### src/hdl/chse_pkg.sv
// shared types, constants and codes of the chained hash set engine
package chse_pkg;

  localparam int CAPACITY = 1024;
  localparam int KEY_BITS = 32;
  localparam int HASH_W   = 32;
  localparam int KEY_W    = 32;
  localparam int SLOT_W   = $clog2(CAPACITY);
  localparam int LINK_W   = SLOT_W + 1;
  localparam int CNT_W    = SLOT_W + 1;

  localparam logic [1:0] REQ_INSERT = 2'd0;
  localparam logic [1:0] REQ_LOOKUP = 2'd1;
  localparam logic [1:0] REQ_REMOVE = 2'd2;
  localparam logic [1:0] REQ_SPARE  = 2'd3;

  localparam logic [LINK_W-1:0] CHAIN_END = LINK_W'(CAPACITY);
  localparam logic [CNT_W-1:0]  FULL_CNT  = CNT_W'(CAPACITY);

  typedef enum logic [1:0] {OP_INSERT, OP_LOOKUP, OP_REMOVE} op_t;

  typedef struct packed {
    op_t               op;
    logic [KEY_BITS-1:0] key;
    logic [HASH_W-1:0]   hash;
  } req_item_t;

  typedef struct packed {
    logic      valid;
    req_item_t item;
  } queue_out_t;

  typedef struct packed {
    logic                vld;
    logic [LINK_W-1:0]   link;
    logic [HASH_W-1:0]   hash;
    logic [KEY_BITS-1:0] key;
  } entry_t;

  localparam int ENTRY_W = $bits(entry_t);

  typedef enum logic [3:0] {
    ST_CLEAR, ST_IDLE, ST_LOOK, ST_FREE, ST_WALK, ST_NXT, ST_WR1, ST_WR2, ST_DONE
  } state_t;

endpackage

### src/hdl/chse_req_if.sv
// request channel interface
interface chse_req_if;
  logic                       valid;
  logic                       ready;
  logic [1:0]                 req_type;
  logic [chse_pkg::KEY_W-1:0]  key;
  logic [chse_pkg::HASH_W-1:0] key_hash;

  modport source (output valid, req_type, key, key_hash, input ready);
  modport sink (input valid, req_type, key, key_hash, output ready);
endinterface

### src/hdl/chse_front.sv
// front end: accepts and decodes requests into a two entry queue
module chse_front (
  input  logic                clk,
  input  logic                rst,
  chse_req_if.sink            req,
  input  logic                clearing,
  input  logic                pop,
  output chse_pkg::queue_out_t q
);

  chse_pkg::req_item_t buf_q [2];
  chse_pkg::req_item_t item_in;
  logic       wp;
  logic       rp;
  logic [1:0] cnt;
  logic       push;
  logic       take;

  always_comb begin
    item_in.key  = req.key[chse_pkg::KEY_BITS-1:0];
    item_in.hash = req.key_hash;
    unique case (req.req_type)
      chse_pkg::REQ_INSERT: item_in.op = chse_pkg::OP_INSERT;
      chse_pkg::REQ_REMOVE: item_in.op = chse_pkg::OP_REMOVE;
      default:              item_in.op = chse_pkg::OP_LOOKUP;
    endcase
  end

  assign req.ready = (cnt != 2'd2) && !clearing;
  assign push      = req.valid && req.ready;
  assign take      = pop && (cnt != 2'd0);
  assign q.valid   = (cnt != 2'd0);
  assign q.item    = buf_q[rp];

  always_ff @(posedge clk) begin
    if (push) begin
      buf_q[wp] <= item_in;
    end
  end

  always_ff @(posedge clk) begin
    if (rst) begin
      wp  <= 1'b0;
      rp  <= 1'b0;
      cnt <= 2'd0;
    end else begin
      if (push) begin
        wp <= ~wp;
      end
      if (take) begin
        rp <= ~rp;
      end
      cnt <= cnt + {1'b0, push} - {1'b0, take};
    end
  end

endmodule

### src/flat_wrapper.sv
// flat-port wrapper written by rule: the top's interface ports become plain ports
module chse_front_flat 
  (clk, rst, clearing, pop, q, req_valid, req_req_type, req_key, req_key_hash, req_ready);
  chse_req_if req_i ();
  input  logic clk;
  input  logic rst;
  input  logic clearing;
  input  logic pop;
  output chse_pkg::queue_out_t q;
  input wire logic [$bits(req_i.valid)-1:0] req_valid;
  input wire logic [$bits(req_i.req_type)-1:0] req_req_type;
  input wire logic [$bits(req_i.key)-1:0] req_key;
  input wire logic [$bits(req_i.key_hash)-1:0] req_key_hash;
  output wire logic [$bits(req_i.ready)-1:0] req_ready;
  assign req_i.valid = req_valid;
  assign req_i.req_type = req_req_type;
  assign req_i.key = req_key;
  assign req_i.key_hash = req_key_hash;
  assign req_ready = req_i.ready;
  chse_front u_core (.clk(clk), .rst(rst), .req(req_i), .clearing(clearing), .pop(pop), .q(q));
endmodule
### config.mk
export PLATFORM = sky130hd
export DESIGN_NAME = chse_front_flat
export DESIGN_NICKNAME = d
export VERILOG_FILES = /design/src/hdl/chse_pkg.sv /design/src/hdl/chse_req_if.sv /design/src/hdl/chse_front.sv /design/src/flat_wrapper.sv
export SDC_FILE = /design/constraint.sdc
export NUM_CORES = 1
export LEC_CHECK = 0
export CAP_MARGIN = 5
export CELL_PAD_IN_SITES_DETAIL_PLACEMENT = 1
export CELL_PAD_IN_SITES_GLOBAL_PLACEMENT = 1
export CORE_MARGIN = 10
export CORE_UTILIZATION = 52
export DETAILED_ROUTE_END_ITERATION = 16
export DONT_BUFFER_PORTS = 1
export GPL_TIMING_DRIVEN = 0
export PLACE_DENSITY = 0.79
export SLEW_MARGIN = 20
export SYNTH_ARGS = -nofsm -noshare
export SYNTH_HDL_FRONTEND = slang
export SYNTH_SLANG_ARGS = --single-unit
### constraint.sdc
create_clock -name clk -period 4.69 [get_ports clk]
set_input_delay 0.469 -clock clk [delete_from_list [all_inputs] [get_ports clk]]
set_output_delay 0.469 -clock clk [all_outputs]
set_load 0.05 [all_outputs]
; ---- After elaboration in Yosys (flattened, before gate mapping)
; Memories as Yosys holds them, arrays and structs flattened. A register that Yosys moved wholly into a read port is not among the register bits.
; Cells that the tools add are included.
[totals]
regBits = 4
latchBits = 0
ram_bits = 132
rom_bits = 0
input_bits = 71
out_inout_bits = 68
wordCells = 21
mem_count = 1
[memory_table]
columns = memory, words, width, read_ports, rd_clocked_by_memory_dff, wr, line
row1 = u_core.buf_q, 2, 66, 1, 1, 1, chse_front.sv:11  ; chse_pkg::req_item_t buf_q [2];
[op_classes]
addsub = 2
mul = 0
div_mod_pow = 0
n_lt_le_gt_ge = 0
n_eq_ne = 2
shifts = 0
n_mux = 5
bitwise_logic = 2
n_reduce_logical = 6
[op_table]
columns = operator, count
row1 = $mux 1, 4
row2 = $pmux 2 s2, 1
row3 = $logic_and 1x1->1, 3
row4 = $add 2x1->2, 1
row5 = $eq 2x2->1 const B, 1
row6 = $logic_not 2->1, 1
row7 = $ne 2x2->1 const B, 1
row8 = $not 1->1, 2
row9 = $reduce_bool 2->1, 1
row10 = $sub 2x1->2, 1
row11 = $logic_not 1->1, 1

; ---- Depth between registers and ports, before layout
[logic_depth]
depth_word = 5
depth_mapped = 7
ltp_nobuf = 7

; ---- Worst setup path before layout
; Ideal clock, no wire load.
[synth_path]
kind = in2reg
startpoint = input port clearing
endpoint = memory u_core.buf_q[0][0] (netlist bit), enable pin
setup_time_ns = 0.498
arrival_ns = 3.681
t_required_ns = 4.192
slack_ns = 0.511
path_stages = 2
path_buffers = 0
cell_sequence = nor3b_4 -> nor2b_1
[synth_between]
elab_chain_len = 5
[synth_lines]
columns = item, line
row1 = start: declaration, flat_wrapper.sv:7  ; input logic clearing;
row2 = $logic_not 1->1, chse_front.sv:29  ; assign req.ready = (cnt != 2'd2) && !clearing;
row3 = $logic_and 1x1->1, chse_front.sv:29
row4 = $logic_and 1x1->1, chse_front.sv:30  ; assign push = req.valid && req.ready;
row5 = $mux 1, chse_front.sv:36  ; if (push) begin
row6 = $mux 1 (not written as such), chse_front.sv:37  ; buf_q[wp] <= item_in;
row7 = end: declaration, chse_front.sv:11
; No other way between the ends.

==> results.toml <==
[yosys]
postSynthAreaPerCell_um2 = 21.6
synth_cells = 234
yosysMostFrequentCell = "edfxtp_1"
syn-num-nets = 307
ys_async_sr_fraction = 0
ys_ff_latch = 137
synth_common_cells = "edfxtp_1 (132), mux2_2 (66), buf_6 (5), dfxtp_1 (5), nor2_1 (5)"
ys_types = 19
yosys_warnings = 0
yosysTopAreaCell = "edfxtp_1"
ys_seq_area_frac = 0.805
synth_flop_cell = "edfxtp_1"
synthTopCellsByArea = "edfxtp_1 (78%), mux2_2 (15%), dfxtp_1 (2.0%)"
synth_edf_count = 132
synth_area_um2 = 5050
yosysTopAreaCellShare = 0.785

[flow_run]
drv_cap = 0

[critical_path]
path_max_fanout = 10
critPathCaptureType = "output pin"
r2r_start = "u_core.cnt[0]"
rrSetupSlack_ns = 2.61
worst_ep_arrival_time_ns = 1.72
start_kind = "flop"
crit_type = "reg -> out"
r2r_cells = 5
required_ns = 4.22
r2r-end = "u_core.buf_q[0][28]"

[detailed_routing]
firstDrtPassIters = 4
avgViaCountPerCell = 5.30
drc = 0
vias = 2119
antenna_left = 0
drt-wirelength-per-cell_um = 25.1
drtIter0Drc = 141
wirelength_mm = 10.1

[grt]
grt_max_degree = 35
grtUsageMet1 = 0.143
use_met2 = 0.249
grt_pass1_vias = 2456
gr-max-usage-layer = "met2"
grt_pass1_wl_mm = 15.4
antenna_found_initial = 0
overflow = 0
grtUsageMet3 = 0.0900
grt.total_usage = 0.148

[hold_path]
min_to = "u_core.rp"
hold_path_depth = 1
min_from = "rst"
hold_class = "in -> reg"

[clock_network]
holdBufCountCts = 0
cts_made_buffers = 17
cts-htree-levels = 4
insertion_delay_ns = 0.51
cts_tree = "done"
post_cts_buffers = 0
clock_path_buffers = 2
cts_resized = 0
cts_root_buffer = "clkbuf_8"
cts.sink_count = 137
clk_pin_slew_ns = 0.06

[power_and_ir_drop]
power.density_nw_per_um2 = 638
p_total_w = 0.00377
peakVddDrop_v = 0.000321
leakage_nw = 1.95

[final_layout]
design_area_um2 = 5920
syn_to_final_growth_pct = 17.1
post-route-util = 0.634
nets = 331
n_antenna_cell = 0
drive_gt1_frac = 0.417

[sta]
worstMarginPinSlew_ns = 0.891
fin_skew_ns = 0.0104
finalMaxSlewViolations = 0
relSlewSlack = 0.404
period_minus_slack_ns = 2.19
hold_viol_final = 0
rsz0062_at_grt = "false"
timing.fmax_mhz = 457
setup_viol = 0
min_period_over_period = 0.466

[floorplan]
dieHeight_um = 119
dieArea_um2 = 14100
io_pins = 139
die_w_um = 119
start_util = 0.541
rows = 35
core_area_um2 = 9330

[place]
gp_congestion = 0.694
place_hpwl_mm = 7.02
place_area_um2 = 5320
portBuffers = 0

[run_status]
status = "complete, no violations"
[area by class of cell]
type,count,area (um2)
clock inverter,15,168
multi-input combinational,87,918
timing repair buffer,5,113
buffer,8,70.1
clock buffer,17,414
fill,785,3410
sequential,137,4060
inverter,2,7.51
tap,129,161
[power by group]
group	total (W)	switching [W]	internal (W)
logic	0.00102	0.000762	0.000255
registers	0.00147	0.0000305	0.00144
clock network	0.00129	0.000518	0.000768
total	0.00377	0.00131	0.00246
[kinds of logic after synthesis]
| group | count (synthesis) | share of synthesized area |
|---|---|---|
| multiplexers | 67 | 0.150 |
| XOR/XNOR | 2 | 0.00347 |
| AO/OA/AOI/OAI | 1 | 0.00149 |
| buffers and inverters | 10 | 0.0154 |
| flip-flops | 137 | 0.805 |
| adder cells (fa/ha/maj) | 2 | 0.00495 |
| AND/OR/NAND/NOR | 15 | 0.0198 |
[per-stage QoR]
stage               hold WS (ns)  TNS, ns  worst slack [ns]  instances
floorplan                  0.481        0             0.511        234
global placement           0.496   -65.88             -1.00        363
CTS                      0.00261        0              2.46        399
global route             0.00498        0              2.42        400
detailed placement         0.533        0              2.57        367
finish                    0.0346        0              2.50        400
[cell usage in the layout (no fill, tap or decap)]
| cell type | netlist | routed |
|---|---|---|
| and2_1 | 2 | 1 |
| xnor2_1 | 1 | 1 |
| dfxtp_1 | 5 | 5 |
| buf_6 | 5 | 5 |
| nor3b_4 | 1 | 1 |
| mux2_2 | 66 | 66 |
| nor3_1 | 1 | 1 |
| clkbuf_16 | 0 | 16 |
| inv_1 | 2 | 2 |
| edfxtp_1 | 132 | 132 |
| o21a_1 | 1 | 1 |
| ha_1 | 2 | 2 |
| buf_2 | 2 | 2 |
| and2_4 | 0 | 1 |
| clkinvlp_4 | 0 | 1 |
| nor2_1 | 5 | 5 |
| or2_2 | 1 | 1 |
| mux2_4 | 1 | 1 |
| clkinv_1 | 0 | 2 |
| clkbuf_1 | 1 | 1 |
| buf_12 | 0 | 1 |
| nor2b_1 | 4 | 3 |
| clkinv_4 | 0 | 5 |
| xor2_1 | 1 | 1 |
| dlygate4sd3_1 | 0 | 1 |
| nor2b_4 | 1 | 2 |
| bufinv_16 | 0 | 2 |
| inv_6 | 0 | 3 |
| clkbuf_8 | 0 | 1 |
| inv_8 | 0 | 2 |
| buf_16 | 0 | 3 |
[registers in the layout, indices dropped and copies added, names as in the netlist, named ones only]
signal        cells
u_core.buf_q    132
u_core.cnt        2
u_core.rp         1
u_core.wp         1
[per-layer routing]
layer / vias to the layer above / share of wire
met5: - / 0
met4: 0 / 0.014
met2: 96 / 0.53
met3: 10 / 0.11
li1: 962 / -
met1: 1051 / 0.34
[how the worst max path moves through the flow]
stage	endpoint	cells past startpoint
2_1_floorplan	u_core.buf_q[0][0]	2
3_3_place_gp	u_core.buf_q[0][46]	2
3_5_place_dp	u_core.buf_q[0][46]	5
4_1_cts	q[42]	3
5_1_grt	q[42]	3
6_report	q[42]	3
[critical path, cell delays in order (launching register included)]
cell and delay (ns):
dfxtp_1 0.36, buf_6 0.19, buf_6 0.17, mux2_2 0.48
(Power assumes the default switching activity.)
