`src/hdl/chse_ram.sv`:
```
// generic single write port, single read port ram with registered read
module chse_ram #(
  parameter int WIDTH = 8,
  parameter int DEPTH = 16
) (
  input  logic                     clk,
  input  logic                     we,
  input  logic [$clog2(DEPTH)-1:0] waddr,
  input  logic [WIDTH-1:0]         wdata,
  input  logic [$clog2(DEPTH)-1:0] raddr,
  output logic [WIDTH-1:0]         rdata
);

  logic [WIDTH-1:0] mem [DEPTH];

  always_ff @(posedge clk) begin
    if (we) begin
      mem[waddr] <= wdata;
    end
    rdata <= mem[raddr];
  end

endmodule

```
`config.mk`:
```
export PLATFORM = sky130hd
export DESIGN_NAME = chse_ram
export DESIGN_NICKNAME = d
export VERILOG_FILES = /design/src/hdl/chse_ram.sv
export SDC_FILE = /design/constraint.sdc
export NUM_CORES = 1
export LEC_CHECK = 0
export ABC_AREA = 1
export BUFFER_PORTS_ARGS = -buffer_cell sky130_fd_sc_hd__buf_2
export CORE_ASPECT_RATIO = 0.6
export CORE_MARGIN = 2
export CORE_UTILIZATION = 65
export DETAILED_ROUTE_END_ITERATION = 7
export PLACE_DENSITY = 0.85
export SLEW_MARGIN = 30
export SYNTH_ARGS = -nofsm -noshare
export SYNTH_HDL_FRONTEND = slang
export SYNTH_SLANG_ARGS = --single-unit
```
`constraint.sdc`:
```
create_clock -name clk -period 1.6 [get_ports clk]
set_clock_uncertainty 0.05 [all_clocks]
set_input_delay 0.08 -clock clk [delete_from_list [all_inputs] [get_ports clk]]
set_output_delay 0.08 -clock clk [all_outputs]
set_load 0.05 [all_outputs]
```
After elaboration in Yosys (flattened, before gate mapping). Memories as Yosys holds them, arrays and structs flattened. A register that Yosys moved wholly into a read port is not among the register bits. Cells that the tools add are included.

Multiplexer cells: 2.

Operators by type and width (count): 1-bit 2-to-1 mux (2).

Logic and storage cells: 3. Output and inout bits: 8. RAM bits: 128. Memories: 1. Flip-flop bits (word level): 0.

Memory list: mem (depth 16, width 8, rd ports 1, clocked after Yosys merged registers in 1, write ports 1, line 14) `logic [WIDTH-1:0] mem [DEPTH];`.

Logic depth before layout (Yosys ltp). Gate-level depths: netlist (run 1).

Depth after elaboration: 2. Depth in mapped cells: 8.

Worst setup path after synthesis (run 1). No wires, ideal clock.

Path type: input to register. Start: input waddr[2]. End: memory mem[10][0] (enable). Cell stages on the path: 2. Setup time: 0.370 ns. Arrival: 0.661 ns. Setup slack: 0.519 ns. Cells stage by stage: nand3b_1 > nor2_1.

RTL lines: start: declaration (line 8) `input logic [$clog2(DEPTH)-1:0] waddr,`; end: declaration (line 14).

No word-level cell before the write port.

Worst setup path after layout (run 1).
Start: register rdata[0], read port of mem. End: output rdata[0].

RTL lines: start: declaration (line 11) `output logic [WIDTH-1:0] rdata`.

No word-level cell between the ends.

==> run_results.csv, run 1 <==
group,metric,value,unit
synth,synthMuxAreaShare,0,%
synth,yosysWarnings,0,
pwr,p_leak,0.00287,uW
synth,synth_compound_gate_area_share,0,%
routing,drt_wl_total,13.6,mm
sta,rsz0062_at_grt,"no",
critical_path,worstReg2RegStart,"mem[9][7]$_DFFE_PP_",
synth,synthCells,551,
clock_network,cts_max_level,4,
grt,gr-total-overflow,0,
routing,drtIter0Drc,771,
critical_path,critPathLaunch,"rdata[0]$_DFF_P_",
run_status,status,"finished, violations left",
critical_path,endpoint,"rdata[0]",
grt,grt_max_degree,65,
floorplan,io_pins,26,
critical_path,cp_max_fo,1,
grt,grt_pass1_wl,20.7,mm
place,place_congestion,0.916,
routing,viasPerCell,5.72,
clock_network,cts.sinks,136,
place,dp_slack,0.359,ns
clock_network,cts.path.max_buffers,2,
clock_network,cts_setup_buffers,0,
synth,synth_nets,569,
pwr,ir_worst_vdd,1410,uV
floorplan,start_util,67.4,%
pwr,p_per_area,1190,mW/mm^2
floorplan,coreArea,0.00856,mm^2
critical_path,cp_slowest_cell,"dfxtp_1",
critical_path,path_buf_inv,1,
sta,hold_viol,0,
floorplan,die_h,77.0,um
routing,highest_layer,"met5",
routing,dr_wl_met2,5.77,mm
run_status,failed_checks,"DRC",
sta,fin_setup_tns,0,ns
place,dp_hpwl,8.49,mm
sta,drv_slew,0,
floorplan,rows,26,
routing,vias,4099,
clock_network,path_clk_slew,0.05,ns
synth,synth-simple-area-share,21.0,%
critical_path,start_kind,"flop",
routing,dr.pass1.iters,8,
finish,layout_commonest_cell,"nand2_1",
critical_path,required,1.47,ns
routing,avgRoutedWirePerCell,19.0,um
critical_path,rr_endpoint,"rdata[7]$_DFF_P_",
finish,multiInputGateArea,0.00121,mm^2
critical_path,worstSetupEndpointType,"primary output",
critical_path,crit_chain,"buf_2",
floorplan,dieArea,0.00967,mm^2
critical_path,crit_arrival,1.06,ns
clock_network,clk_latency,0.42,ns
critical_path,cp_slowest_stage_delay,0.36,ns
grt,track_usage,29.7,%
sta,min_period,1.19,ns
grt,antenna_found_initial,1,
clock_network,cts_tree,"built",
sta,max_freq,840,MHz
floorplan,die_w,126,um
sta,layout_setup_ws,0.409,ns
critical_path,path_depth,1,
synth,ys_seq_elements,136,
synth,synthXorXnorAreaFrac,0,%
clock_network,root_buffer,"clkbuf_16",
synth,synth_cell_types,12,
routing,drcViolationCount,3,
flow_run,max-cap-violations,0,
synth,syn_area_per_cell,10.5,um^2
critical_path,cpLargestDelayFamily,"flip-flops",
sta,relSlewSlack,58.9,%
clock_network,cts_made_buffers,17,
grt,grt_pass1_vias,3777,
synth,ys_seq_area_share,69.4,%
synth,syn-cell-area,0.00577,mm^2
critical_path,crit_type,"flop to primary output",
sta,worst_slew_pin_slew,0.615,ns
finish,diodes,0,
finish,fin_cells,717,
finish,layout_common_cells,"nand2_1 (173), edfxtp_1 (128), inv_1 (100)",
finish,seq_area,0.00400,mm^2
synth,synthAdderAreaFrac,0,%
synth,synth_top_family_by_area,"simple AND/OR/NAND/NOR gates",
routing,wl_met1,5.71,mm
finish,nNetsFinal,611,
finish,areaGrowthSynthToFinish,13.4,%
place,io_buffer_count,25,
place,dpl.cell_count,685,
critical_path,worstRegToRegCells,6,
finish,drive_gt1_share,11.1,%
sta,setup-violations-final,0,
pwr,total_power,7810,uW
finish,num-fill-cells,546,
sta,finalCritPeriodShare,74.4,%
routing,dr_wl_met3,1.87,mm
routing,antenna_left,0,
critical_path,regToRegSetupSlack,0.50,ns
hold_path,hold_path.class,"primary input to flop",
==> metal layers <==
| metal | global-route usage [%] | up-vias |
|---|---|---|
| li1 | - | 1861 |
| met1 | 42.9 | 1896 |
| met2 | 41.1 | 305 |
| met3 | 12.8 | 35 |
| met4 | 9.33 | 2 |
| met5 | 0 | - |
==> flip-flops by register name, summed over array words and instances (netlist names) <==
| register | cells |
|---|---|
| mem | 128 |
| rdata | 8 |
==> per-stage QoR <==
stage	hold WS (ns)	instance area [um^2]	utilization [%]
after global placement	0.377	6050	70.7
after floorplan	0.129	5770	-
final	0.0370	6540	76.4
after global routing	0.0370	6540	76.4
after detailed placement	0.384	6050	70.7
after CTS	0.0274	6540	76.4
==> where the power goes <==
part	switching [uW]	internal [uW]	leakage (uW)
clock	1290	1920	0.000234
sequential	29.5	3990	0.00122
combinational	431	147	0.00141
==> timing repair <==
action / 4_1_cts / 5_1_grt
hold buffers: 1 / 0
resized for setup: 0 / 0
hold endpoints to repair: 6 / 0
==> final cells by class <==
type / instances / share of cell area, %
flip-flops and latches: 136 / 61.2
multi-input cells: 289 / 18.6
clock buffers: 23 / 6.85
inverters: 102 / 5.86
repair buffers: 47 / 4.86
well taps: 112 / 2.14
clock inverters: 8 / 0.498
==> cells in the mapped netlist, drive strengths merged <==
library cell	number	area share, %
nand2	173	11
edfxtp	128	67
inv	102	6.6
nand3	97	8.4
buf	24	2.9
nor2	17	1.1
dfxtp	8	2.8
nand3b	2	0.26
==> worst min-delay path by stage <==
stage               startpoint              endpoint  cells past startpoint
floorplan             wdata[0]   mem[0][0]$_DFFE_PP_                      0
global placement      raddr[3]      rdata[6]$_DFF_P_                      3
detailed placement    raddr[3]      rdata[3]$_DFF_P_                      3
CTS                   wdata[4]  mem[14][4]$_DFFE_PP_                      1
global route          wdata[5]   mem[1][5]$_DFFE_PP_                      1
finish                wdata[5]   mem[1][5]$_DFFE_PP_                      1
==> cell families after synthesis <==
logic type	after synthesis
buffers and inverters	126
and+or+nand+nor	289
DFF	136
Note: power is estimated with default switching activity, not from simulation.
==> run 2, diff against run 1 <==
CORE_UTILIZATION = 55   (was 65)
PLACE_DENSITY = 0.76   (was 0.85)
clock period = 1 ns   (was 1.6 ns; I/O delays follow)
==> run 2 against run 1 <==
Against the previous run:
- the flow finishes with violations (setup timing)
- clock power up 80%
- design area up 8.3%
- non-clock buffer count up 9
- first-iteration DRC count down 42%
- cell count up 4.5%
- total power up 71%
- critical path depth unchanged
- combinational power up 97%
- sequential power up 60%
- largest power group unchanged
- count of clock-buffer cells in the layout down 2
==> run_results.csv, run 2 (synthesized netlist as in run 1, its figures left out) <==
group,metric,value,unit
grt,grt_pass1_vias,3887,
sta,drv_slew,0,
finish,drive_gt1_share,22.6,%
routing,antenna_left,0,
critical_path,regToRegSetupSlack,-0.03,ns
finish,areaGrowthSynthToFinish,22.8,%
routing,dr.pass1.iters,5,
flow_run,max-cap-violations,0,
sta,relSlewSlack,69.2,%
grt,antenna_found_initial,0,
sta,worst_slew_pin_slew,0.461,ns
clock_network,cts_max_level,4,
pwr,p_per_area,1890,mW/mm^2
grt,grt_pass1_wl,21.2,mm
critical_path,crit_chain,"buf_8",
finish,diodes,0,
place,io_buffer_count,25,
critical_path,path_buf_inv,1,
place,dp_hpwl,8.55,mm
grt,track_usage,25.7,%
sta,hold_viol,0,
grt,grt_max_degree,36,
pwr,p_leak,0.00308,uW
finish,final_util,70.7,%
clock_network,path_clk_slew,0.06,ns
floorplan,io_pins,26,
finish,nNetsFinal,620,
clock_network,cts_tree,"built",
clock_network,root_buffer,"clkbuf_16",
sta,setup-violations-final,8,
floorplan,die_w,136,um
critical_path,cpLargestDelayFamily,"flip-flops",
finish,layout_common_cells,"nand2_1 (171), edfxtp_1 (128), inv_1 (100)",
critical_path,cp_max_fo,1,
run_status,status,"finished, violations left",
clock_network,postCtsHoldBufs,0,
finish,num-fill-cells,691,
clock_network,cts.path.max_buffers,2,
sta,fin_setup_tns,-0.142,ns
floorplan,die_h,83.3,um
routing,viasPerCell,5.41,
hold_path,hold_path.class,"primary input to flop",
finish,top_register,"mem",
place,place_congestion,0.847,
critical_path,cp_slowest_cell,"dfxtp_4",
sta,max_freq,970,MHz
finish,layout_commonest_cell,"nand2_1",
finish,top_regs,"mem x128, rdata x8",
floorplan,coreArea,0.0100,mm^2
routing,drt_wl_total,13.8,mm
finish,fin_cells,749,
critical_path,crit_arrival,0.93,ns
clock_network,cts_made_buffers,17,
critical_path,required,0.90,ns
critical_path,start_kind,"flop",
floorplan,start_util,57.6,%
sta,min_period,1.03,ns
sta,finalCritPeriodShare,103,%
critical_path,worstSetupEndpointType,"primary output",
floorplan,rows,28,
clock_network,cts.sinks,136,
place,dpl.cell_count,718,
sta,rsz0062_at_grt,"yes",
routing,avgRoutedWirePerCell,18.4,um
routing,drtIter0Drc,446,
clock_network,cts_setup_buffers,0,
routing,vias,4051,
routing,drcViolationCount,0,
sta,layout_setup_ws,-0.0314,ns
critical_path,cp_slowest_stage_delay,0.37,ns
finish,largest_register_ffs,128,
pwr,ir_worst_vdd,1460,uV
clock_network,clk_latency,0.42,ns
run_status,failed_checks,"setup timing",
critical_path,crit_type,"flop to primary output",
floorplan,dieArea,0.0113,mm^2
grt,gr-total-overflow,0,
-- run 2: final timing paths --
check | from | end | cells after the start
setup / recovery | rdata[0]$_DFF_P_ | rdata[0] | 1
hold / removal | wdata[4] | mem[13][4]$_DFFE_PP_ | 1
setup reg to reg | mem[7][0]$_DFFE_PP_ | rdata[0]$_DFF_P_ | 6
hold reg to reg | mem[10][0]$_DFFE_PP_ | rdata[0]$_DFF_P_ | 6
-- run 2: routing by layer --
layer	GRT usage, %	part of all wire, %
met5	0	0
met4	8.33	1.7
met3	9.83	12
met2	33.1	41
met1	39.6	45
-- run 2: where the power goes --
| group | leakage, uW | internal (uW) | total [uW] | switching (uW) |
|---|---|---|---|---|
| sequential | 0.00122 | 6380 | 6440 | 58.5 |
| combinational | 0.00159 | 374 | 1140 | 766 |
| clock | 0.000268 | 3620 | 5800 | 2180 |
| total | 0.00308 | 10400 | 13400 | 3010 |
-- run 2: final cells by class --
class | instances | area [um^2] | share of cell area [%]
flip-flops and latches | 136 | 4020 | 56.8
multi-input cells | 289 | 1440 | 20.3
repair buffers | 56 | 527 | 7.44
clock buffers | 21 | 440 | 6.22
inverters | 102 | 383 | 5.41
well taps | 135 | 169 | 2.39
clock inverters | 10 | 105 | 1.48
-- run 2: worst reg2reg max path, stage by stage, from the launching register on --
cell,delay (ns)
edfxtp_1,0.39
inv_1,0.07
nand2_1,0.04
nand3_1,0.09
nand3_2,0.11
nand3_2,0.12
nand2_1,0.06
-- run 2: through the flow --
stage | power, uW | worst slack (ns) | area, um^2 | hold WS, ns
global placement | 7490 | -0.143 | 6230 | 0.436
global route | 13700 | -0.0968 | 7080 | 0.0260
floorplan | 7100 | -0.0508 | 5770 | 0.0989
finish | 13400 | -0.0314 | 7080 | 0.0182
detailed placement | 7510 | -0.199 | 6230 | 0.432
CTS | 13400 | -0.0403 | 6990 | 0.00271
-- run 2: what timing repair did --
| action | in CTS | in global routing |
|---|---|---|
| setup endpoints to repair | 16 | 15 |
| resized for setup | 56 | 19 |
| pin swaps | 8 | 11 |
==> run 3, diff against run 2 <==
CORE_UTILIZATION = 45   (was 55)
PLACE_DENSITY = 0.65   (was 0.76)
==> run 3 against run 2 <==
Against the previous run:
- the flow still finishes with violations (setup timing)
- sequential power about the same
- worst hold slack improved by 0.0038 ns
- non-clock buffer count increased by 13
- via count down 0.67%
==> run_results.csv, run 3 (synthesized netlist as in run 1, its figures left out) <==
group,metric,value,unit
run_status,status,"finished, violations left",
run_status,failed_checks,"setup timing",
finish,fin_cells,792,
floorplan,rows,31,
hold_path,min_to,"mem[2][2]$_DFFE_PP_",
grt,grt_pass1_wl,21.4,mm
clock_network,cts.path.max_buffers,2,
routing,avgRoutedWirePerCell,17.8,um
sta,min_period,1.02,ns
finish,layout_commonest_cell,"nand2_1",
floorplan,die_w,150,um
clock_network,cts_made_buffers,17,
critical_path,worstRegToRegCells,6,
routing,antenna_left,0,
pwr,ir_worst_vdd,1150,uV
finish,diodes,0,
critical_path,start_kind,"flop",
sta,finalCritPeriodShare,102,%
sta,fin_setup_tns,-0.0512,ns
sta,hold_viol,0,
critical_path,cp_max_fo,1,
grt,grt_max_degree,35,
grt,antenna_found_initial,0,
grt,gr-total-overflow,0,
grt,grt_pass1_vias,3787,
sta,relSlewSlack,72.7,%
finish,layout_common_cells,"nand2_1 (169), edfxtp_1 (128), inv_1 (98)",
finish,final_util,59.5,%
routing,viasPerCell,5.08,
pwr,p_leak,0.00319,uW
finish,drive_gt1_share,25.4,%
finish,top_regs,"mem x128, rdata x8",
floorplan,io_pins,26,
routing,vias,4024,
critical_path,regToRegSetupSlack,0,ns
critical_path,worstSetupEndpointType,"primary output",
place,place_congestion,0.884,
flow_run,max-cap-violations,0,
floorplan,start_util,46.9,%
place,placed_area,0.00639,mm^2
floorplan,coreArea,0.0123,mm^2
sta,layout_setup_ws,-0.0211,ns
clock_network,path_clk_slew,0.06,ns
place,dp_hpwl,9.37,mm
critical_path,cp_slowest_stage_delay,0.36,ns
floorplan,dieArea,0.0138,mm^2
routing,drtIter0Drc,524,
pwr,total_power,13800,uW
floorplan,die_h,91.7,um
finish,num-fill-cells,965,
hold_path,hold_path.class,"primary input to flop",
finish,largest_register_ffs,128,
critical_path,crit_chain,"buf_8",
critical_path,worstReg2RegStart,"mem[5][6]$_DFFE_PP_",
critical_path,cpLargestDelayFamily,"flip-flops",
clock_network,cts_max_level,4,
finish,nNetsFinal,633,
critical_path,cp_slowest_cell,"dfxtp_2",
critical_path,crit_arrival,0.92,ns
place,io_buffer_count,25,
routing,drcViolationCount,0,
critical_path,path_buf_inv,1,
routing,dr.pass1.iters,5,
sta,rsz0062_at_grt,"yes",
critical_path,rr_endpoint,"rdata[6]$_DFF_P_",
clock_network,cts.sinks,136,
clock_network,clk_latency,0.41,ns
grt,track_usage,21.7,%
sta,max_freq,979,MHz
hold_path,hp-start,"wdata[2]",
finish,final_area,0.00732,mm^2
clock_network,cts_setup_buffers,0,
sta,drv_slew,0,
critical_path,crit_type,"flop to primary output",
routing,drt_wl_total,14.1,mm
clock_network,root_buffer,"clkbuf_16",
finish,top_register,"mem",
sta,worst_slew_pin_slew,0.410,ns
pwr,p_per_area,1890,mW/mm^2
place,dpl.cell_count,759,
sta,setup-violations-final,3,
finish,areaGrowthSynthToFinish,26.9,%
clock_network,cts_tree,"built",
hold_path,hold_depth,1,
critical_path,required,0.90,ns
[run 3: cell types whose count changed in the layout (fill, tap and decap cells not counted), moves of 3 or more]
cell and change:
clkbuf_1 -4, buf_4 +8, nand3_1 -3, buf_12 +3
[run 3: how the worst max path moves through the flow]
stage | start | end | cells past startpoint
global route | mem[4][6]$_DFFE_PP_ | rdata[6]$_DFF_P_ | 6
floorplan | waddr[2] | mem[10][0]$_DFFE_PP_ | 2
global placement | raddr[0] | rdata[6]$_DFF_P_ | 9
finish | rdata[0]$_DFF_P_ | rdata[0] | 1
CTS | rdata[0]$_DFF_P_ | rdata[0] | 1
detailed placement | raddr[0] | rdata[7]$_DFF_P_ | 9
[run 3: layer usage]
layer	global-route usage, %	vias up	part of all wire, %
met5	0	-	0
met4	7.39	0	1.8
met3	6.37	22	8.9
met2	29.0	184	42
met1	33.4	1922	48
li1	-	1896	-
[run 3: through the flow]
step / setup WS (ns) / hold slack, ns
CTS: -0.0262 / 0.0160
floorplan: -0.0508 / 0.0989
global placement: -0.177 / 0.297
detailed placement: -0.199 / 0.299
global route: -0.0600 / 0.0255
finish: -0.0211 / 0.0220
[run 3: layout make-up]
class                      instances  area, um^2  area share [%]
clock buffer                      17         425            5.81
multi-input combinational        289        1460            20.0
sequential                       136        4010            54.8
inverter                         102         383            5.23
timing repair buffer              69         667            9.11
clock inverter                    14         159            2.17
tap                              165         206            2.82
[run 3: repair_timing]
item	CTS	global route
resized for setup	45	35
pin swaps	4	18
setup endpoints to repair	16	14
endpoints found under the hold margin	2	0
hold buffers	2	0
[run 3: report_power, final]
part           leakage [uW]  internal, uW  switching [uW]  total (uW)
registers           0.00122          6380            54.9        6440
logic               0.00168           431             774        1200
clock network      0.000283          3870            2290        6170
total               0.00319         10700            3120       13800
