===== src/hdl/chse_pkg.sv =====
// shared types, constants and codes of the chained hash set engine
package chse_pkg;

  localparam int CAPACITY = 1024;
  localparam int KEY_BITS = 32;
  localparam int HASH_W   = 32;
  localparam int KEY_W    = 32;
  localparam int SLOT_W   = $clog2(CAPACITY);
  localparam int LINK_W   = SLOT_W + 1;
  localparam int CNT_W    = SLOT_W + 1;

  localparam logic [1:0] REQ_INSERT = 2'd0;
  localparam logic [1:0] REQ_LOOKUP = 2'd1;
  localparam logic [1:0] REQ_REMOVE = 2'd2;
  localparam logic [1:0] REQ_SPARE  = 2'd3;

  localparam logic [LINK_W-1:0] CHAIN_END = LINK_W'(CAPACITY);
  localparam logic [CNT_W-1:0]  FULL_CNT  = CNT_W'(CAPACITY);

  typedef enum logic [1:0] {OP_INSERT, OP_LOOKUP, OP_REMOVE} op_t;

  typedef struct packed {
    op_t               op;
    logic [KEY_BITS-1:0] key;
    logic [HASH_W-1:0]   hash;
  } req_item_t;

  typedef struct packed {
    logic      valid;
    req_item_t item;
  } queue_out_t;

  typedef struct packed {
    logic                vld;
    logic [LINK_W-1:0]   link;
    logic [HASH_W-1:0]   hash;
    logic [KEY_BITS-1:0] key;
  } entry_t;

  localparam int ENTRY_W = $bits(entry_t);

  typedef enum logic [3:0] {
    ST_CLEAR, ST_IDLE, ST_LOOK, ST_FREE, ST_WALK, ST_NXT, ST_WR1, ST_WR2, ST_DONE
  } state_t;

endpackage


===== src/hdl/chse_res_if.sv =====
// result channel interface
interface chse_res_if;
  logic                       valid;
  logic                       ready;
  logic                       found;
  logic [chse_pkg::SLOT_W-1:0] slot;
  logic                       status;
  logic [chse_pkg::CNT_W-1:0]  entry_count;

  modport source (output valid, found, slot, status, entry_count, input ready);
  modport sink (input valid, found, slot, status, entry_count, output ready);
endinterface


===== src/hdl/chse_back.sv =====
// back end: sequencer that walks chains and updates the table
module chse_back (
  input  logic                                clk,
  input  logic                                rst,
  input  chse_pkg::queue_out_t                q,
  output logic                                pop,
  output logic                                clearing,
  chse_res_if.source                          res,
  output logic                                we,
  output logic [chse_pkg::SLOT_W-1:0]         waddr,
  output logic [chse_pkg::ENTRY_W-1:0]        wdata,
  output logic [chse_pkg::SLOT_W-1:0]         raddr,
  input  logic [chse_pkg::ENTRY_W-1:0]        rdata
);

  chse_pkg::state_t state;
  chse_pkg::state_t state_next;

  chse_pkg::op_t                 op;
  logic [chse_pkg::KEY_BITS-1:0] k;
  logic [chse_pkg::HASH_W-1:0]   h;
  logic [chse_pkg::SLOT_W-1:0]   cur;
  logic [chse_pkg::SLOT_W-1:0]   prv;
  logic                          prv_ok;
  logic                          first;
  chse_pkg::entry_t              prv_ent;
  chse_pkg::entry_t              home_ent;
  logic [chse_pkg::SLOT_W-1:0]   walk;
  logic [chse_pkg::SLOT_W-1:0]   fptr;
  logic [chse_pkg::SLOT_W-1:0]   clr;
  logic [chse_pkg::CNT_W-1:0]    count;
  logic [chse_pkg::SLOT_W-1:0]   w1a;
  logic [chse_pkg::SLOT_W-1:0]   w2a;
  chse_pkg::entry_t              w1d;
  chse_pkg::entry_t              w2d;
  logic                          r_found;
  logic [chse_pkg::SLOT_W-1:0]   r_slot;
  logic                          r_status;

  chse_pkg::entry_t              rd;
  chse_pkg::entry_t              home_e;
  chse_pkg::entry_t              new_ent;
  chse_pkg::entry_t              walk_upd;
  chse_pkg::entry_t              prv_upd;
  chse_pkg::entry_t              home_upd;
  chse_pkg::entry_t              chain_ent;
  logic [chse_pkg::SLOT_W-1:0]   home;
  logic [chse_pkg::SLOT_W-1:0]   rd_next;
  logic [chse_pkg::SLOT_W-1:0]   from;
  logic                          hit;
  logic                          lk_end;
  logic                          look_done;
  logic                          res_load;

  assign rd        = chse_pkg::entry_t'(rdata);
  assign home      = h[chse_pkg::SLOT_W-1:0];
  assign home_e    = first ? rd : home_ent;
  assign hit       = rd.vld && (rd.hash == h) && (rd.key == k);
  assign lk_end    = rd.link[chse_pkg::SLOT_W];
  assign rd_next   = rd.link[chse_pkg::SLOT_W-1:0];
  assign look_done = (first && !rd.vld) || hit || lk_end;
  assign from      = home_ent.hash[chse_pkg::SLOT_W-1:0];
  assign clearing  = (state == chse_pkg::ST_CLEAR);
  assign res_load  = (state == chse_pkg::ST_DONE) && (!res.valid || res.ready);

  always_comb begin
    new_ent.vld  = 1'b1;
    new_ent.link = chse_pkg::CHAIN_END;
    new_ent.hash = h;
    new_ent.key  = k;
    walk_upd      = rd;
    walk_upd.link = {1'b0, fptr};
    prv_upd       = prv_ent;
    prv_upd.link  = rd.link;
    home_upd      = home_ent;
    home_upd.link = {1'b0, fptr};
    chain_ent      = new_ent;
    chain_ent.link = home_ent.link;
  end

  always_ff @(posedge clk) begin
    if (rst) begin
      state <= chse_pkg::ST_CLEAR;
    end else begin
      state <= state_next;
    end
  end

  always_comb begin
    state_next = state;
    we         = 1'b0;
    waddr      = w1a;
    wdata      = w1d;
    raddr      = fptr;
    pop        = 1'b0;
    unique case (state)
      chse_pkg::ST_CLEAR: begin
        we    = 1'b1;
        waddr = clr;
        wdata = '0;
        if (clr == chse_pkg::SLOT_W'(chse_pkg::CAPACITY - 1)) begin
          state_next = chse_pkg::ST_IDLE;
        end
      end
      chse_pkg::ST_IDLE: begin
        raddr = q.item.hash[chse_pkg::SLOT_W-1:0];
        if (q.valid) begin
          pop        = 1'b1;
          state_next = chse_pkg::ST_LOOK;
        end
      end
      chse_pkg::ST_LOOK: begin
        if (!look_done) begin
          raddr = rd_next;
        end else begin
          case (op)
            chse_pkg::OP_INSERT: begin
              if (hit || count == chse_pkg::FULL_CNT) begin
                state_next = chse_pkg::ST_DONE;
              end else if (!home_e.vld) begin
                we         = 1'b1;
                waddr      = home;
                wdata      = new_ent;
                state_next = chse_pkg::ST_DONE;
              end else begin
                raddr      = fptr;
                state_next = chse_pkg::ST_FREE;
              end
            end
            chse_pkg::OP_REMOVE: begin
              if (!hit) begin
                state_next = chse_pkg::ST_DONE;
              end else if (prv_ok) begin
                state_next = chse_pkg::ST_WR1;
              end else if (!lk_end) begin
                raddr      = rd_next;
                state_next = chse_pkg::ST_NXT;
              end else begin
                we         = 1'b1;
                waddr      = cur;
                wdata      = '0;
                state_next = chse_pkg::ST_DONE;
              end
            end
            default: state_next = chse_pkg::ST_DONE;
          endcase
        end
      end
      chse_pkg::ST_FREE: begin
        if (rd.vld) begin
          raddr = fptr + 1'b1;
        end else if (from == home) begin
          state_next = chse_pkg::ST_WR1;
        end else begin
          raddr      = from;
          state_next = chse_pkg::ST_WALK;
        end
      end
      chse_pkg::ST_WALK: begin
        if (rd.link == {1'b0, home}) begin
          we         = 1'b1;
          waddr      = walk;
          wdata      = walk_upd;
          state_next = chse_pkg::ST_WR1;
        end else if (lk_end) begin
          state_next = chse_pkg::ST_WR1;
        end else begin
          raddr = rd_next;
        end
      end
      chse_pkg::ST_NXT: state_next = chse_pkg::ST_WR1;
      chse_pkg::ST_WR1: begin
        we         = 1'b1;
        waddr      = w1a;
        wdata      = w1d;
        state_next = chse_pkg::ST_WR2;
      end
      chse_pkg::ST_WR2: begin
        we         = 1'b1;
        waddr      = w2a;
        wdata      = w2d;
        state_next = chse_pkg::ST_DONE;
      end
      chse_pkg::ST_DONE: begin
        if (!res.valid || res.ready) begin
          state_next = chse_pkg::ST_IDLE;
        end
      end
      default: state_next = chse_pkg::ST_IDLE;
    endcase
  end

  always_ff @(posedge clk) begin
    if (rst) begin
      fptr      <= '0;
      count     <= '0;
      clr       <= '0;
      res.valid <= 1'b0;
    end else begin
      if (res_load) begin
        res.valid       <= 1'b1;
        res.found       <= r_found;
        res.slot        <= r_slot;
        res.status      <= r_status;
        res.entry_count <= count;
      end else if (res.valid && res.ready) begin
        res.valid <= 1'b0;
      end
      case (state)
        chse_pkg::ST_CLEAR: clr <= clr + 1'b1;
        chse_pkg::ST_IDLE: begin
          if (q.valid) begin
            op     <= q.item.op;
            k      <= q.item.key;
            h      <= q.item.hash;
            cur    <= q.item.hash[chse_pkg::SLOT_W-1:0];
            prv_ok <= 1'b0;
            first  <= 1'b1;
          end
        end
        chse_pkg::ST_LOOK: begin
          first <= 1'b0;
          if (first) begin
            home_ent <= rd;
          end
          if (!look_done) begin
            prv     <= cur;
            prv_ent <= rd;
            prv_ok  <= 1'b1;
            cur     <= rd_next;
          end else begin
            r_found  <= hit;
            r_status <= (op == chse_pkg::OP_INSERT) && !hit &&
                        (count == chse_pkg::FULL_CNT);
            case (op)
              chse_pkg::OP_INSERT: begin
                if (hit) begin
                  r_slot <= cur;
                end else if (count == chse_pkg::FULL_CNT) begin
                  r_slot <= '0;
                end else if (!home_e.vld) begin
                  count  <= count + 1'b1;
                  r_slot <= home;
                end else begin
                  r_slot <= '0;
                end
              end
              chse_pkg::OP_REMOVE: begin
                r_slot <= '0;
                if (hit) begin
                  count       <= count - 1'b1;
                  w1a         <= prv;
                  w1d         <= prv_upd;
                  w2a         <= prv_ok ? cur : rd_next;
                  w2d         <= '0;
                end
              end
              default: begin
                r_slot <= hit ? cur : '0;
              end
            endcase
          end
        end
        chse_pkg::ST_FREE: begin
          if (rd.vld) begin
            fptr <= fptr + 1'b1;
          end else begin
            count <= count + 1'b1;
            if (from == home) begin
              r_slot     <= fptr;
              w1a        <= home;
              w1d        <= home_upd;
              w2a        <= fptr;
              w2d        <= chain_ent;
            end else begin
              r_slot     <= home;
              walk       <= from;
              w1a        <= fptr;
              w1d        <= home_ent;
              w2a        <= home;
              w2d        <= new_ent;
            end
          end
        end
        chse_pkg::ST_WALK: begin
          if (rd.link != {1'b0, home} && !lk_end) begin
            walk <= rd_next;
          end
        end
        chse_pkg::ST_NXT: begin
          w1a      <= cur;
          w1d      <= rd;
        end
        default: ;
      endcase
    end
  end

  a_count_max: assert property (@(posedge clk) disable iff (rst)
    count <= chse_pkg::FULL_CNT) else $error("entry count above capacity");

  a_free_room: assert property (@(posedge clk) disable iff (rst)
    state == chse_pkg::ST_FREE |-> count < chse_pkg::FULL_CNT)
    else $error("free slot scan with full table");

  a_reject_clean: assert property (@(posedge clk) disable iff (rst)
    res.valid && res.status |-> !res.found && res.slot == '0)
    else $error("rejected insert reports a slot");

  a_no_reclear: assert property (@(posedge clk) disable iff (rst)
    state != chse_pkg::ST_CLEAR |=> state != chse_pkg::ST_CLEAR)
    else $error("clearing pass restarted");

endmodule


===== src/flat_wrapper.sv =====
// flat-port wrapper written by rule: the top's interface ports become plain ports
module chse_back_flat 
  (clk, rst, q, pop, clearing, we, waddr, wdata, raddr, rdata, res_valid, res_found, res_slot, res_status, res_entry_count, res_ready);
  chse_res_if res_i ();
  input  logic clk;
  input  logic rst;
  input  chse_pkg::queue_out_t q;
  output logic pop;
  output logic clearing;
  output logic we;
  output logic [chse_pkg::SLOT_W-1:0] waddr;
  output logic [chse_pkg::ENTRY_W-1:0] wdata;
  output logic [chse_pkg::SLOT_W-1:0] raddr;
  input  logic [chse_pkg::ENTRY_W-1:0] rdata;
  output wire logic [$bits(res_i.valid)-1:0] res_valid;
  output wire logic [$bits(res_i.found)-1:0] res_found;
  output wire logic [$bits(res_i.slot)-1:0] res_slot;
  output wire logic [$bits(res_i.status)-1:0] res_status;
  output wire logic [$bits(res_i.entry_count)-1:0] res_entry_count;
  input wire logic [$bits(res_i.ready)-1:0] res_ready;
  assign res_valid = res_i.valid;
  assign res_found = res_i.found;
  assign res_slot = res_i.slot;
  assign res_status = res_i.status;
  assign res_entry_count = res_i.entry_count;
  assign res_i.ready = res_ready;
  chse_back u_core (.clk(clk), .rst(rst), .q(q), .pop(pop), .clearing(clearing), .res(res_i), .we(we), .waddr(waddr), .wdata(wdata), .raddr(raddr), .rdata(rdata));
endmodule

===== config.mk =====
export PLATFORM = sky130hd
export DESIGN_NAME = chse_back_flat
export DESIGN_NICKNAME = d
export VERILOG_FILES = /design/src/hdl/chse_pkg.sv /design/src/hdl/chse_res_if.sv /design/src/hdl/chse_back.sv /design/src/flat_wrapper.sv
export SDC_FILE = /design/constraint.sdc
export NUM_CORES = 1
export LEC_CHECK = 0
export ABC_AREA = 0
export BUFFER_PORTS_ARGS = -buffer_cell sky130_fd_sc_hd__buf_2
export CAP_MARGIN = 25
export CORE_MARGIN = 1
export CORE_UTILIZATION = 36
export DETAILED_ROUTE_END_ITERATION = 12
export PLACE_DENSITY_LB_ADDON = 0.1
export SETUP_SLACK_MARGIN = 0.3
export SYNTH_ARGS = -nofsm -noshare
export SYNTH_HDL_FRONTEND = slang
export SYNTH_SLANG_ARGS = --single-unit
export TNS_END_PERCENT = 10

===== constraint.sdc =====
create_clock -name clk -period 19 [get_ports clk]
set_input_delay 3.8 -clock clk [delete_from_list [all_inputs] [get_ports clk]]
set_output_delay 3.8 -clock clk [all_outputs]
set_load 0.02 [all_outputs]

# Word level (Yosys, flattened, before mapping)
# Cells that the tools add are included.
[word_totals] register_bits=482 in_bits=146 out_inout_bits=123 wordCells=222
[classes] n_addsub=4 n_eq_ne=32 mux=108 bitwise=2 reduce_logical=39
[ops] operator="2-to-1 mux 76 bit" n=16
[ops] operator="2-to-1 mux 10 bit" n=36
[ops] operator="one-hot mux 76 bit (2 select lines)" n=2
[ops] operator="one-hot mux 76 bit (4 select lines)" n=1
[ops] operator="one-hot mux 76 bit (3 select lines)" n=1
[ops] operator="2-to-1 mux 75 bit" n=2
[ops] operator="one-hot mux 10 bit (2 select lines)" n=6
[ops] operator="one-hot mux 10 bit (4 select lines)" n=2
[ops] operator="2-to-1 mux 11 bit" n=6
[ops] operator="== test 32 bit" n=2
[ops] operator="2-to-1 mux 4 bit" n=12
[ops] operator="one-hot mux 11 bit (2 select lines)" n=2
[ops] operator="one-hot mux 4 bit (9 select lines)" n=1
[ops] operator="one-hot mux 10 bit (3 select lines)" n=1
[ops] operator="adder 10 x 1 -> 10 bit, second input constant" n=2
[ops] operator="AND reduction 6 bit" n=3
[ops] operator="== test 4 x 3 -> 1 bit, second input constant" n=4
[ops] operator="AND reduction 3 bit" n=5
[ops] operator="2-to-1 mux 1 bit" n=14
[ops] operator="adder 11 x 1 -> 11 bit, second input constant" n=1
[ops] operator="== test 11 x 10 -> 1 bit" n=1
[ops] operator="== test 11 bit, second input constant" n=1
[ops] operator="!= test 11 x 10 -> 1 bit" n=1
[ops] operator="subtractor 11 x 1 -> 11 bit, second input constant" n=1
[ops] operator="other kinds (28)" n=62

# Depth between registers and ports, before layout
[logic_depth] ltp_word=8 depth_mapped=12 depth_no_buf=9

# Least setup slack after synthesis
# Ideal clock, no wire load.
[synth_path] path_kind="input port to flip-flop" startpoint="input rdata[3] (netlist name)" endpoint="register u_core.w1a[0] (netlist name) (enable)" setup_ns=0.742 t_arrival_ns=13.598 required_ns=18.258 setup_slack_ns=4.660 cell_stages=7 n_path_buf=0 cell_sequence="nor2b_1 -> a2111oi_2 -> nand3_1 -> or4_4 -> nor4_1 -> o21bai_1 -> nor4_1"
[synth_between] elab_chain_cells=6 word_cells_on_any_way=7 classes_between="3 x eq/ne; 4 x reduce/logical"
[synth_rtl] element="start, declared" line_no="flat_wrapper.sv:14" source="input logic [chse_pkg::ENTRY_W-1:0] rdata;"
[synth_rtl] element="== test 32 bit (*)" line_no="chse_back.sv:58" source="assign hit = rd.vld && (rd.hash == h) && (rd.key == k);"
[synth_rtl] element="logical AND 1 bit (*)" line_no="chse_back.sv:58"
[synth_rtl] element="logical OR 1 bit (2 in series)" line_no="chse_back.sv:61" source="assign look_done = (first && !rd.vld) || hit || lk_end;"
[synth_rtl] element="!= test 2 x 1 -> 1 bit (no line)"
[synth_rtl] element="AND reduction 6 bit (no line) (*)"
[synth_rtl] element="end signal, assigned" line_no="chse_back.sv:252" source="w1a <= prv;"
[synth_rtl] element="end signal, assigned" line_no="chse_back.sv:271" source="w1a <= home;"
[synth_rtl] element="end signal, assigned" line_no="chse_back.sv:278" source="w1a <= fptr;"
[synth_rtl] element="end, declared" line_no="chse_back.sv:32" source="logic [chse_pkg::SLOT_W-1:0] w1a;"
# Mark *: on every way between the ends. The rest lies on a longest branch, timed or not.
# A chain may end at the register's enable or synchronous reset.

# Worst setup path in the final report
[layout_path] startpoint="input rdata[71] (netlist name)" endpoint="output wdata[64] (netlist name)"
[layout_between] elab_chain_cells=3
[layout_rtl] element="== test 11 x 10 -> 1 bit" line_no="chse_back.sv:160" source="if (rd.link == {1'b0, home}) begin"
[layout_rtl] element="2-to-1 mux 76 bit" line_no="chse_back.sv:160"
[layout_rtl] element="one-hot mux 76 bit (4 select lines)" line_no="chse_back.sv:96" source="unique case (state)"
[layout_rtl] element="end, declared" line_no="flat_wrapper.sv:12" source="output logic [chse_pkg::ENTRY_W-1:0] wdata;"
# Every way passes these cells.

==> flow_summary.rst <==
.. list-table::
   :header-rows: 1

   * - Metric
     - Value
   * - Outcome
     - completed
   * - Reg2Reg Launch Point
     - u_core.k[5]$_DFFE_PP_
   * - Clock latency on the worst-skew pair
     - 0.64 ns
   * - Clock tree from TritonCTS
     - built
   * - Rel. slew slack
     - 0.266
   * - Average vias per placed instance
     - 5.95
   * - Sequential-to-total area share from yosys stat
     - 0.575
   * - Core area
     - between 60000 and 70000 um2
   * - CTS buffer count
     - 58
   * - Number of gates resized after CTS
     - 0
   * - Clock slew at reported path FFs
     - roughly 0.06 ns
   * - Final RePlAce weighted congestion
     - between 0.9 and 1
   * - Static leakage
     - 10.7 nW
   * - Worst endpoint required time
     - 15.20 ns
   * - Max Clk Rate
     - 86.8 MHz
   * - Post-Synthesis Mean Instance Area
     - 11.2 um2
   * - Peak VDD IR
     - 0.0613 mV
   * - Layout Area Growth over Synthesis
     - 17.1%
   * - Critical Path Sink Type
     - output pin
   * - Setup repair after global routing missed its margin
     - no
   * - Vertical die dimension
     - 263 um
   * - Clk sinks
     - approximately 480
   * - Detailed Route Iter0 Violations
     - 2056
   * - Number of distinct library cell variants in the gate-level netlist after synthesis
     - just over 80
   * - Synth top area share
     - 0.546
   * - Slew at the pin closest to its max-slew limit
     - 1.10 ns
   * - Startpoint type of the worst setup path
     - input port
   * - Setup WS pre-CTS
     - 7.53 ns
   * - Reg-to-reg endpoint
     - u_core.w1a[9]$_DFFE_PP_
   * - Yosys top cell by area
     - sky130_fd_sc_hd__edfxtp_1
   * - Die X-Extent
     - 263 um
   * - Hold crit path type
     - reg -> reg
   * - Post-CTS Repair Setup Buffers
     - 0
   * - Total global routing track utilization
     - 0.257
   * - Vias after detailed routing
     - 19800
   * - Period Utilization, post-route
     - 0.606
   * - Pin count of the biggest net entering global routing
     - 102
   * - Path type of the worst setup path
     - in -> out
   * - Highest fanout seen on the critical path
     - 43
   * - Antenna violations before repair
     - 12
   * - Flops & latches, synth
     - 482
   * - Bufs on Longest Clock Path
     - 3
   * - I/O pin total
     - between 200 and 300
   * - Depth of the worst register-to-register path
     - 9
   * - Post-route worst setup slack
     - 7.48 ns
   * - Clock skew
     - 0.0315 ns
   * - Post-Layout Inst Area
     - between 20000 and 30000 um2
   * - Post-synth EDFFs
     - 446
   * - Count of mapped cells out of synthesis
     - 2195
   * - Master cell of the clock root buffer
     - sky130_fd_sc_hd__clkbuf_16
   * - Post-layout nets
     - 2553
   * - Main area contributors after synthesis
     - sky130_fd_sc_hd__edfxtp_1, sky130_fd_sc_hd__nand2_1, sky130_fd_sc_hd__a21oi_1
   * - Placed wire-length estimate
     - 60000 um
   * - Die Outline Area
     - 69200 um2
   * - Number of buffers inserted by port buffering
     - 268
   * - Drt pass-1 iters
     - 6
   * - Number of stages on the worst hold path
     - 0
   * - Initial cell density of the core
     - 0.365
   * - Residual DRC count
     - 0
   * - Wire length after detailed routing
     - 91700 um
   * - Number of rows created at floorplan
     - 95
   * - Final Setup Violations
     - 0
   * - Remaining antenna violation count
     - 0
   * - Worst-case register-to-register setup slack
     - between 10 and 15 ns
   * - Period minus WS final
     - roughly 12 ns
   * - Most frequent cell after synthesis
     - sky130_fd_sc_hd__edfxtp_1
   * - H-Tree Depth
     - 2
   * - Drt wl/cell
     - 27.6 um
   * - Overall power of the completed layout
     - 2.35 mW
   * - Ratio of cells with drive above 1 in the final layout
     - 0.205
   * - Main flop type after synthesis
     - sky130_fd_sc_hd__edfxtp_1
   * - Placed cell areas
     - 26800 um2
   * - CP endpoint
     - wdata[64]
   * - Vias in the first global route
     - 19200
   * - Total global routing overflow
     - 0
   * - Total nets after synthesis
     - 2345
   * - Top cells by count, synth
     - sky130_fd_sc_hd__edfxtp_1, sky130_fd_sc_hd__nand2_1, sky130_fd_sc_hd__a21oi_1
   * - Count of synthesis-stage warnings from yosys
     - 0
   * - Final sum of negative setup slack
     - 0 ns
   * - Number of hold-repair buffers added at the cts stage
     - 0
   * - Async set or reset register ratio after synthesis
     - 0
   * - Number of max-cap violations
     - 0
   * - Post-synth design cell area
     - 24500 um2
   * - Data arrival time at the worst-slack endpoint
     - 7.72 ns
   * - Critical path launch point
     - rdata[71]
   * - Final Hold Violating Endpoints
     - 0
   * - First-pass GRT wire length
     - 133000 um
   * - Cell Pwr Density
     - roughly 82 nW/um2
   * - Slew Limit Fails
     - 0
[final cells by class]
| type | count | area [um2] |
|---|---|---|
| multi-input cells | 1523 | 9770 |
| inverters | 23 | 88.8 |
| repair buffers | 315 | 1750 |
| clock inverters | 38 | 359 |
| diodes | 4 | 10.0 |
| well taps | 873 | 1090 |
| clock buffers | 69 | 1560 |
| fillers | 6368 | 38500 |
| flip-flops and latches | 482 | 14100 |
[cell usage in the layout, fill, tap and decap left out, types with 8 or more instances in the layout]
| cell type | count |
|---|---|
| sky130_fd_sc_hd__nand4_1 | 21 |
| sky130_fd_sc_hd__nor3_1 | 42 |
| sky130_fd_sc_hd__clkbuf_16 | 59 |
| sky130_fd_sc_hd__buf_2 | 269 |
| sky130_fd_sc_hd__o221ai_1 | 8 |
| sky130_fd_sc_hd__edfxtp_1 | 446 |
| sky130_fd_sc_hd__a22oi_1 | 75 |
| sky130_fd_sc_hd__o21ai_0 | 118 |
| sky130_fd_sc_hd__buf_4 | 42 |
| sky130_fd_sc_hd__mux2i_1 | 47 |
| sky130_fd_sc_hd__nor2b_1 | 45 |
| sky130_fd_sc_hd__nand2_1 | 268 |
| sky130_fd_sc_hd__a211oi_1 | 30 |
| sky130_fd_sc_hd__or3_1 | 10 |
| sky130_fd_sc_hd__inv_1 | 21 |
| sky130_fd_sc_hd__xnor2_1 | 39 |
| sky130_fd_sc_hd__nand2b_1 | 13 |
| sky130_fd_sc_hd__a2bb2oi_1 | 56 |
| sky130_fd_sc_hd__mux2_2 | 49 |
| sky130_fd_sc_hd__o22ai_1 | 11 |
| sky130_fd_sc_hd__a21oi_1 | 149 |
| sky130_fd_sc_hd__a221oi_1 | 85 |
| sky130_fd_sc_hd__and3_1 | 15 |
| sky130_fd_sc_hd__nor2_1 | 103 |
| sky130_fd_sc_hd__xor2_1 | 48 |
| sky130_fd_sc_hd__nor4_1 | 28 |
| sky130_fd_sc_hd__dfxtp_1 | 36 |
| sky130_fd_sc_hd__a222oi_1 | 10 |
| sky130_fd_sc_hd__clkinv_1 | 9 |
| sky130_fd_sc_hd__o31ai_1 | 8 |
| sky130_fd_sc_hd__nand3_1 | 45 |
| sky130_fd_sc_hd__and2_1 | 83 |
| sky130_fd_sc_hd__clkinv_2 | 17 |
[critical path, stage by stage]
cell                       delay [ns]
sky130_fd_sc_hd__buf_2           0.18
sky130_fd_sc_hd__xor2_1          0.18
sky130_fd_sc_hd__nor4_1          0.68
sky130_fd_sc_hd__nand3_4         0.69
sky130_fd_sc_hd__buf_4           0.63
sky130_fd_sc_hd__nand2_1         0.18
sky130_fd_sc_hd__nand2_1         0.44
sky130_fd_sc_hd__a222oi_1        0.46
sky130_fd_sc_hd__nand2_1         0.12
sky130_fd_sc_hd__buf_2           0.19
[how the worst min path moves through the flow]
stage	slack, ns	to	startpoint
6_report	0.42	u_core.res.slot[3]$_DFFE_PP_	u_core.r_slot[3]$_DFFE_PP_
5_1_grt	0.42	u_core.res.slot[9]$_DFFE_PP_	u_core.r_slot[9]$_DFFE_PP_
4_1_cts	0.42	u_core.res.found$_DFFE_PP_	u_core.r_found$_DFFE_PP_
3_5_place_dp	0.40	u_core.res.slot[3]$_DFFE_PP_	u_core.r_slot[3]$_DFFE_PP_
3_3_place_gp	0.40	u_core.res.slot[7]$_DFFE_PP_	u_core.r_slot[7]$_DFFE_PP_
2_1_floorplan	0.40	u_core.res.found$_DFFE_PP_	u_core.r_found$_DFFE_PP_
[sequential cells by signal (all words and copies together) (netlist names), 2 cells and up]
register,flops
u_core.w1d,76
u_core.w2d,76
u_core.prv_ent,65
u_core.home_ent,55
u_core.h,32
u_core.k,32
u_core.chain_ent,11
u_core.count,11
u_core.res.entry_count,11
u_core.clr,10
u_core.cur,10
u_core.fptr,10
u_core.from,10
u_core.prv,10
u_core.r_slot,10
u_core.res.slot,10
u_core.w1a,10
u_core.w2a,10
u_core.walk,10
u_core.state,4
u_core.op,2
[per-layer routing]
layer  track usage  up-vias  wire length, um
li1              -     8811                -
met1         0.345     9937            39000
met2         0.429      878            43800
met3        0.0427      153             6590
met4        0.0700       14             2220
met5             0        -               94
[cell families (layout without fill, tap and decap cells)]
group / after synthesis / after routing / synth area share
adder cells (fa/ha/maj): 4 / 4 / 0.00204
AND/OR/NAND/NOR: 726 / 726 / 0.147
XOR/XNOR: 90 / 90 / 0.0330
AO/OA/AOI/OAI: 606 / 606 / 0.169
multiplexers: 97 / 97 / 0.0423
buffers and inverters: 190 / 445 / 0.0320
flip-flops: 482 / 482 / 0.575
other: 0 / 4 / 0
[power by group]
group	internal, mW	switching, mW
Clock	0.666	0.466
Combinational	0.0228	0.0460
Sequential	1.15	0.000910
Total	1.84	0.513
[metrics by stage]
step	hold slack [ns]	utilization	std cells
3_3_place_gp	0.402	0.397	3210
4_1_cts	0.418	0.426	3319
2_1_floorplan	0.400	-	2195
3_5_place_dp	0.405	0.398	3212
5_1_grt	0.423	0.427	3325
6_report	0.417	0.427	3327
(Power assumes the default switching activity.)
